`config.mk`:
```
export PLATFORM = sky130hd
export DESIGN_NAME = rtt_front
export DESIGN_NICKNAME = d
export VERILOG_FILES = /design/src/design/rtt_pkg.sv /design/src/design/rtt_front.sv
export SDC_FILE = /design/constraint.sdc
export NUM_CORES = 1
export LEC_CHECK = 0
export ABC_AREA = 0
export BUFFER_PORTS_ARGS = -buffer_cell sky130_fd_sc_hd__buf_2
export CORE_MARGIN = 2
export CORE_UTILIZATION = 50
export CTS_CLUSTER_SIZE = 30
export DETAILED_ROUTE_END_ITERATION = 10
export PLACE_DENSITY = 0.83
export SLEW_MARGIN = 15
export SYNTH_ARGS = -nofsm -noshare
export SYNTH_HDL_FRONTEND = slang
export SYNTH_SLANG_ARGS = --single-unit
```
`constraint.sdc`:
```
create_clock -name clk -period 8.2 [get_ports clk]
set_input_delay 1.23 -clock clk [delete_from_list [all_inputs] [get_ports clk]]
set_output_delay 1.23 -clock clk [all_outputs]
set_load 0.01 [all_outputs]
```
`src/design/rtt_pkg.sv`:
```
`timescale 1ns / 1ps
`default_nettype none

package rtt_pkg;

  localparam int TIMER_SLOTS = 32;
  localparam int SLOT_AW     = (TIMER_SLOTS > 1) ? $clog2(TIMER_SLOTS) : 1;
  localparam int SLOT_CNT_W  = $clog2(TIMER_SLOTS + 1);
  localparam int SLOT_W      = 6;
  localparam int QUEUE_DEPTH = 2;

  localparam logic [31:0] ALL_ONES32 = 32'hFFFF_FFFF;

  localparam logic [1:0] KIND_ADDED    = 2'd0;
  localparam logic [1:0] KIND_FULL     = 2'd1;
  localparam logic [1:0] KIND_FIRED    = 2'd2;
  localparam logic [1:0] KIND_TICK_END = 2'd3;

  typedef struct packed {
    logic        mode;
    logic [31:0] elapsed;
    logic [31:0] period;
    logic [31:0] repeat_limit;
    logic [31:0] user_tag;
  } in_item_t;

  typedef struct packed {
    logic [1:0]        kind;
    logic [SLOT_W-1:0] slot;
    logic [31:0]       fired_tag;
    logic              final_fire;
    logic              last;
  } out_item_t;

  // Request after decoding: time carries the elapsed time of a tick or the
  // period of an add, and the limit is already normalized.
  typedef struct packed {
    logic        is_tick;
    logic [31:0] time_us;
    logic [31:0] limit;
    logic [31:0] tag;
  } cmd_t;

  typedef struct packed {
    logic [31:0] accum;
    logic [31:0] period;
    logic [31:0] limit;
    logic [31:0] fire_count;
    logic [31:0] tag;
  } slot_rec_t;

endpackage

`default_nettype wire

```
`src/design/rtt_front.sv`:
```
`timescale 1ns / 1ps
`default_nettype none

module rtt_front import rtt_pkg::*; (
  input  wire logic     clk,
  input  wire logic     rst_n,
  input  wire logic     in_valid,
  output logic          in_ready,
  input  wire in_item_t in_data,
  output logic          cmd_valid,
  output cmd_t          cmd,
  input  wire logic     cmd_pop
);

  localparam int QPTR_W = (QUEUE_DEPTH > 1) ? $clog2(QUEUE_DEPTH) : 1;
  localparam int QCNT_W = $clog2(QUEUE_DEPTH + 1);

  cmd_t              q_r [QUEUE_DEPTH];
  logic [QPTR_W-1:0] wr_ptr_r, wr_ptr_nxt;
  logic [QPTR_W-1:0] rd_ptr_r, rd_ptr_nxt;
  logic [QCNT_W-1:0] count_r, count_nxt;
  cmd_t              cls;
  logic              push;
  logic              pop;

  // Decode the request so that the back end sees only what it uses.
  always_comb begin
    cls.is_tick = in_data.mode;
    cls.time_us = in_data.mode ? in_data.elapsed : in_data.period;
    cls.limit   = (in_data.repeat_limit == 32'd0) ? ALL_ONES32 : in_data.repeat_limit;
    cls.tag     = in_data.user_tag;
  end

  assign in_ready  = (count_r != QCNT_W'(QUEUE_DEPTH));
  assign push      = in_valid && in_ready;
  assign cmd_valid = (count_r != '0);
  assign pop       = cmd_pop && cmd_valid;
  assign cmd       = q_r[rd_ptr_r];

  always_comb begin
    wr_ptr_nxt = wr_ptr_r;
    rd_ptr_nxt = rd_ptr_r;
    count_nxt  = count_r;
    if (push) begin
      wr_ptr_nxt = (wr_ptr_r == QPTR_W'(QUEUE_DEPTH - 1)) ? '0 : wr_ptr_r + 1'b1;
    end
    if (pop) begin
      rd_ptr_nxt = (rd_ptr_r == QPTR_W'(QUEUE_DEPTH - 1)) ? '0 : rd_ptr_r + 1'b1;
    end
    if (push && !pop) begin
      count_nxt = count_r + 1'b1;
    end else if (pop && !push) begin
      count_nxt = count_r - 1'b1;
    end
  end

  always_ff @(posedge clk) begin
    if (!rst_n) begin
      wr_ptr_r <= '0;
      rd_ptr_r <= '0;
      count_r  <= '0;
    end else begin
      wr_ptr_r <= wr_ptr_nxt;
      rd_ptr_r <= rd_ptr_nxt;
      count_r  <= count_nxt;
    end
  end

  always_ff @(posedge clk) begin
    if (push) begin
      q_r[wr_ptr_r] <= cls;
    end
  end

endmodule

`default_nettype wire

```
# Word level (Yosys, flattened, before mapping)
# Memory sizes are Yosys's and may differ from the RTL's. A register that Yosys moved wholly into a read port is not among the register bits.
# Cells that the tools add are included.
[totals]
reg_bits = 4
latch_bits = 0
ram_bits = 194
romBits = 0
output_inout_bits = 99
elab_cells = 28
memories = 1
[op_classes]
add_sub_neg = 4
n_mul = 0
div_mod_pow = 0
n_lt_le_gt_ge = 0
n_eq_ne = 1
shifts = 0
muxes = 10
n_bitwise = 0
n_reduce_logical = 9
[memory_table]
columns = ["name", "depth", "word_bits", "read_ports", "rd_clocked_by_memory_dff", "write_ports", "line_no", "source"]
rows = [
  ["q_r", 2, 97, 1, 1, 1, "rtt_front.sv:18", "cmd_t q_r [QUEUE_DEPTH];"],
]
[op_table]
columns = ["cell", "count"]
rows = [
  ["$mux 32", 2],
  ["$logic_not 32->1", 1],
  ["$mux 1", 6],
  ["$logic_and 1x1->1", 4],
  ["$mux 2", 2],
  ["$reduce_bool 2->1", 2],
  ["$add 1x1->1 const B", 2],
  ["$add 2x1->2 const B", 1],
  ["$logic_not 1->1", 2],
  ["$ne 2x2->1 const B", 1],
  ["$sub 2x1->2 const B", 1],
]

# Logic depth before layout (Yosys ltp)
# Gate-level depths: netlist (run 1).
[depth]
word_depth = 6
depth_mapped = 6

# Worst setup path after synthesis (run 1)
# No wires, ideal clock.
[synth_path]
path_kind = "input-to-reg"
start = "input port in_valid"
end = "memory q_r[1][0] (netlist name), enable pin"
setup_time_ps = 467
arrival_time_ps = 3528
required_ps = 7733
path_slack_ps = 4205
cell_stages = 1
path_cell_list = "and3_1"
[synth_between]
elab_chain_len = 3
[synth_rtl]
columns = ["item", "line_no", "source"]
rows = [
  ["start, declared", "rtt_front.sv:7", "input wire logic in_valid,"],
  ["$logic_and 1x1->1", "rtt_front.sv:35", "assign push = in_valid && in_ready;"],
  ["$mux 1", "rtt_front.sv:70", "if (push) begin"],
  ["$mux 1 (implied by the code)", "rtt_front.sv:71", "q_r[wr_ptr_r] <= cls;"],
  ["end, declared", "rtt_front.sv:18", ""],
]
# Every way passes these cells.

==> results of run 1 <==
-- worst reg2reg max path, delay by kind of cell, from the launching register on --
family | cells | cell delay (ns)
AND/OR/NAND/NOR | 2 | 0.35
flip-flops | 1 | 0.39
buffers and inverters | 2 | 1.28
-- routing by layer --
layer,share of wire (%),up-vias,global-route usage [%]
li1,-,2093,-
met1,39,2191,20.6
met2,51,212,32.3
met3,7.1,25,5.17
met4,1.9,2,7.95
met5,0.082,-,0
-- where the power goes --
part,switching (mW),internal [mW]
clock,0.352,0.417
sequential,0.0629,1.28
combinational,0.339,0.320
-- synthesized netlist by cell type --
cell	number	area, sq um
o21bai_2	30	338
nor2_1	3	11.3
mux2_2	127	1430
o21ai_0	2	10.0
clkbuf_1	1	3.75
dfxtp_1	5	100
and2_1	1	6.26
and3_1	1	6.26
mux2_1	2	22.5
buf_6	3	33.8
nand2b_1	1	6.26
nor4_1	8	50.1
nand3b_1	1	7.51
nand4_1	1	6.26
xor2_1	3	26.3
or3_1	1	6.26
nand4_2	1	12.5
inv_1	2	7.51
buf_2	14	70.1
or2_2	1	6.26
edfxtp_1	194	5830
a21bo_2	1	10.0
o21bai_1	2	15.0
a21oi_1	2	10.0
ha_1	1	12.5
buf_4	3	22.5
-- cells by family after synthesis --
| group | Yosys count | synth area share [%] |
|---|---|---|
| mux | 129 | 18.0 |
| compound gates | 37 | 4.75 |
| fa+ha+maj | 1 | 0.155 |
| xor+xnor | 3 | 0.326 |
| buf+inv | 23 | 1.71 |
| simple gates | 19 | 1.48 |
| flops | 199 | 73.6 |
-- registers in the layout, summed over array words and instances (netlist names), named ones only --
register  count
q_r         194
wr_ptr_r      1
rd_ptr_r      1
count_r       2
-- layout make-up --
cell class	instances	area [sq um]	area share (%)
Clock inverter	12	104	1.05
Inverter	2	8.76	0.0881
Sequential cell	199	5930	59.7
Multi-Input combinational cell	189	2000	20.1
Timing Repair Buffer	236	1190	12.0
Clock buffer	19	433	4.36
Tap cell	216	270	2.72
-- metrics by stage --
step                power [mW]  area (sq um)  worst slack [ns]
floorplan                 1.77          8060              4.20
global placement          2.00          9400              4.96
detailed placement        2.03          9400              4.90
CTS                       2.80          9940              4.44
global route              2.90          9940              4.36
finish                    2.77          9940              4.49
-- final timing paths --
kind | start | endpoint | slack (ns) | depth (start not counted)
min | rd_ptr_r | rd_ptr_r | 0.51 | 2
max | flip-flop | cmd[41] | 4.49 | 3
max reg2reg | count_r[0] | q_r[0][62] | 5.75 | 4
min reg2reg | rd_ptr_r | rd_ptr_r | 0.51 | 2
-- placed cells by master, fill, tap and decap left out, drive strengths merged --
master,n
nand2b,1
and2,1
clkinvlp,2
o21ai,2
nand4,2
a21bo,1
nand3b,1
dfxtp,5
clkbuf,19
mux2,129
or2,1
clkinv,7
xor2,3
buf,236
bufinv,1
nor4,8
or3,1
nor2,3
a21oi,2
ha,1
edfxtp,194
inv,4
o21bai,32
and3,1
==> impl_metrics.py, run 1 <==
metrics = {
    "critical_path": {
        "critPathSlowestCell": "dfxtp_4",
        "critPathTopFamily": "buffers and inverters",
        "critPathLaunchType": "flip-flop",
        "required_ns": 6.97,
        "cp_max_fo": 51,
        "crit_chain": "buf_4 -> mux2_2 -> buf_2",
        "end_kind": "primary output",
        "worst_path_largest_cell_delay_ns": 0.75,
        "critical_path_class": "flip-flop to primary output",
        "critPathBufInv": 2,
        "crit_arrival_ns": 2.48,
    },
    "pwr": {
        "vdd_drop_max_v": 0.000145,
        "cellPowerDensity_mw_per_mm2": 278,
        "p_leak_nw": 3.73,
    },
    "die": {
        "die_h_um": 131,
        "die-area_sq_mm": 0.0171,
        "die_w_um": 131,
        "fp.coreArea_sq_mm": 0.0158,
        "start_util_pct": 50.9,
        "io_pins": 232,
        "rows": 46,
    },
    "sta": {
        "fmax_ghz": 0.269,
        "hold_viol": 0,
        "fin_crit_sh_pct": 45.3,
        "whs_ns": 0.510,
        "setup_viol": 0,
        "fin_crit_ns": 3.71,
        "fin_worst_skew_ns": 0.00734,
        "slew_violations": 0,
        "rsz0062_at_grt": "no",
        "worst_pin_slew_ns": 1.10,
        "setup_tns_ns": 0,
        "timing.slew.headroom_pct": 26.6,
    },
    "routing": {
        "first_pass_iters": 4,
        "wirelength_mm": 15.9,
        "wire_per_inst_um": 18.2,
        "ant_nets": 0,
        "avgViaCountPerCell": 5.18,
        "first_iter_violations": 277,
        "drcViolationCount": 0,
        "via_count": 4523,
    },
    "final_layout": {
        "stdcell_count": 873,
        "fin_nets": 779,
        "syn_to_final_growth_pct": 23.3,
        "antenna_cells": 0,
        "final_util_pct": 62.8,
        "drive_gt1_share_pct": 65.0,
        "fill_cells": 1121,
    },
    "clock_network": {
        "cts-root-buf": "clkbuf_16",
        "cts_tree": "done",
        "hold_buffers": 0,
        "clkTransAtPathRegs_ns": 0.06,
        "cts_buffers": 17,
        "post_cts_buffers": 0,
        "cts_resized": 0,
        "clockBufferDepth": 2,
        "clock_latency_ns": 0.43,
        "h-tree-depth": 4,
        "cts.sinks": 199,
    },
    "outcome": {
        "status": "complete, no violations",
    },
    "global_route": {
        "grt_max_degree": 82,
        "antenna_found_initial": 1,
        "grt_overflow": 0,
        "grt_pass1_wl_mm": 22.9,
        "grt_pass1_vias": 4544,
        "track_usage_pct": 18.2,
    },
    "yosys": {
        "synth.avg_cell_area_sq_um": 19.6,
        "synthDistinctLibCells": 26,
        "ys.warnings.count": 0,
        "synth_cells": 411,
        "synth.net_count": 545,
        "synth-seq-cells": 199,
        "yosysSeqAreaShare_pct": 73.6,
        "synth_area_sq_mm": 0.00806,
    },
    "place": {
        "place.gp.congestion": 0.784,
        "dp_cells": 842,
        "port_buffers": 231,
        "place_hpwl_mm": 10.6,
    },
    "job": {
        "cap_violations": 0,
    },
    "hold_path": {
        "holdCritPathClass": "flip-flop to flip-flop",
    },
}
(Power assumes the default switching activity.)
==> run 2: changes to the inputs <==
Clock period 8.2 ns to 3.8 ns, I/O delays scaled along.
==> run 2 against run 1 <==
Net effect: register-to-register slack lost 4.3 ns; first-iteration DRC count fell by 23%; sequential share of layout area shrank 0.58 points; non-clock buffer count is 1 higher; setup slack worse by 3.4 ns; global-route usage down 0.53 points; clock power is 140% higher; total power grew 120%; largest cell class unchanged; highest routed layer unchanged.
==> impl_metrics.py, run 2 (synthesized netlist as in run 1, its figures left out) <==
metrics = {
    "outcome": {
        "status": "complete, no violations",
    },
    "sta": {
        "hold_viol": 0,
        "setup_viol": 0,
        "worst_pin_slew_ns": 0.998,
        "slew_violations": 0,
        "fin_crit_sh_pct": 71.5,
        "fmax_ghz": 0.368,
        "fin_crit_ns": 2.72,
        "fin_worst_skew_ns": 0.00579,
        "setup_tns_ns": 0,
        "timing.slew.headroom_pct": 33.4,
        "rsz0062_at_grt": "no",
    },
    "global_route": {
        "grt-busiest-layer": "met2",
        "grt_use_met1_pct": 19.1,
        "grt_max_degree": 56,
        "grt_overflow": 0,
        "met3_usage_pct": 5.94,
        "grt_pass1_vias": 4507,
        "grt_pass1_wl_mm": 22.4,
        "antenna_found_initial": 1,
        "track_usage_pct": 17.7,
        "use_met2_pct": 32.0,
    },
    "pwr": {
        "p_leak_nw": 3.77,
        "vdd_drop_max_v": 0.000296,
        "cellPowerDensity_mw_per_mm2": 611,
    },
    "place": {
        "place.gp.congestion": 0.782,
        "dp_cells": 843,
        "place_hpwl_mm": 10.7,
        "dpl_cell_area_sq_mm": 0.00943,
        "port_buffers": 231,
    },
    "critical_path": {
        "critPathTopFamily": "flip-flops",
        "critPathSlowestCell": "dfxtp_4",
        "crit_arrival_ns": 2.15,
        "required_ns": 3.23,
        "worst_path_largest_cell_delay_ns": 0.75,
        "critPathLaunchType": "flip-flop",
        "cp_max_fo": 51,
        "end_kind": "primary output",
        "crit_chain": "buf_12 -> mux2_2 -> buf_2",
        "critical_path_class": "flip-flop to primary output",
        "critPathBufInv": 2,
    },
    "final_layout": {
        "regArea_sq_mm": 0.00593,
        "antenna_cells": 0,
        "largest_reg_flops": 194,
        "fill_cells": 1112,
        "mostFrequentLayoutCells": "buf_2, edfxtp_1, mux2_2, o21bai_2, clkbuf_16",
        "drive_gt1_share_pct": 65.3,
        "reg_top3": "q_r x194, count_r x2",
        "final_common_cell": "buf_2",
        "multi_input_area_sq_mm": 0.00200,
        "largest_register": "q_r",
        "fin_nets": 780,
        "syn_to_final_growth_pct": 24.6,
        "fin_area_sq_mm": 0.0100,
        "stdcell_count": 875,
    },
    "die": {
        "fp.coreArea_sq_mm": 0.0158,
        "start_util_pct": 50.9,
        "io_pins": 232,
        "die-area_sq_mm": 0.0171,
        "die_w_um": 131,
        "die_h_um": 131,
        "rows": 46,
    },
    "clock_network": {
        "clock_latency_ns": 0.42,
        "cts.sinks": 199,
        "h-tree-depth": 4,
        "hold_buffers": 0,
        "clockBufferDepth": 2,
        "cts-root-buf": "clkbuf_16",
        "clkTransAtPathRegs_ns": 0.07,
        "cts_buffers": 17,
        "cts_tree": "done",
        "cts_resized": 0,
        "post_cts_buffers": 0,
    },
    "routing": {
        "avgViaCountPerCell": 5.12,
        "wire_per_inst_um": 17.7,
        "ant_nets": 0,
        "wirelength_mm": 15.5,
        "drcViolationCount": 0,
        "via_count": 4480,
        "first_iter_violations": 214,
        "first_pass_iters": 6,
    },
    "job": {
        "cap_violations": 0,
    },
    "hold_path": {
        "holdCritPathClass": "primary input to flip-flop",
    },
}
-- run 2: changes by cell type in the layout (fill, tap and decap cells not counted), sizes merged --
cell      change
clkinvlp      +1
clkinv        -2
clkbuf        -1
inv           +1
buf           +1
bufinv        +2
-- run 2: layout make-up --
cell class	count	area share, %
tap	216	2.69
sequential	199	59.1
timing repair buffer	237	12.2
inverter	2	0.0873
multi-input combinational	189	19.9
clock inverter	14	1.72
clock buffer	18	4.28
-- run 2: per-stage QoR --
step	worst slack, ns	hold WS, ns	util [%]	total power, mW
detailed placement	1.29	0.489	59.6	4.39
global placement	1.42	0.489	59.6	4.34
CTS	1.05	0.306	63.4	6.20
floorplan	0.396	0.472	-	3.83
finish	1.08	0.332	63.4	6.13
global route	0.991	0.311	63.4	6.40
-- run 2: path summary, 6_finish.rpt --
kind                                  start         end  slack [ns]  depth (start not counted)
worst max register to register   count_r[0]  q_r[0][33]        1.44                          4
worst max-delay path              flip-flop     cmd[53]        1.08                          3
worst min-delay path            in_data[21]  q_r[0][21]        0.33                          1
worst min register to register     rd_ptr_r    rd_ptr_r        0.50                          2
-- run 2: worst reg2reg max path: cells and delay by family (launching register included) --
family / cells / cell delay [ns]
buf+inv: 2 / 1.33
simple gates: 2 / 0.38
flops: 1 / 0.35
-- run 2: report_power, final --
group	total, mW	switching, mW	internal [mW]
combinational	1.44	0.730	0.708
clock	1.81	0.764	1.04
sequential	2.89	0.134	2.75
-- run 2: routing by layer --
layer,wire length [um],share of wire (%),vias up
li1,-,-,2093
met3,1190,7.7,26
met4,252,1.6,2
met2,8170,53,193
met5,16,0.10,-
met1,5860,38,2166
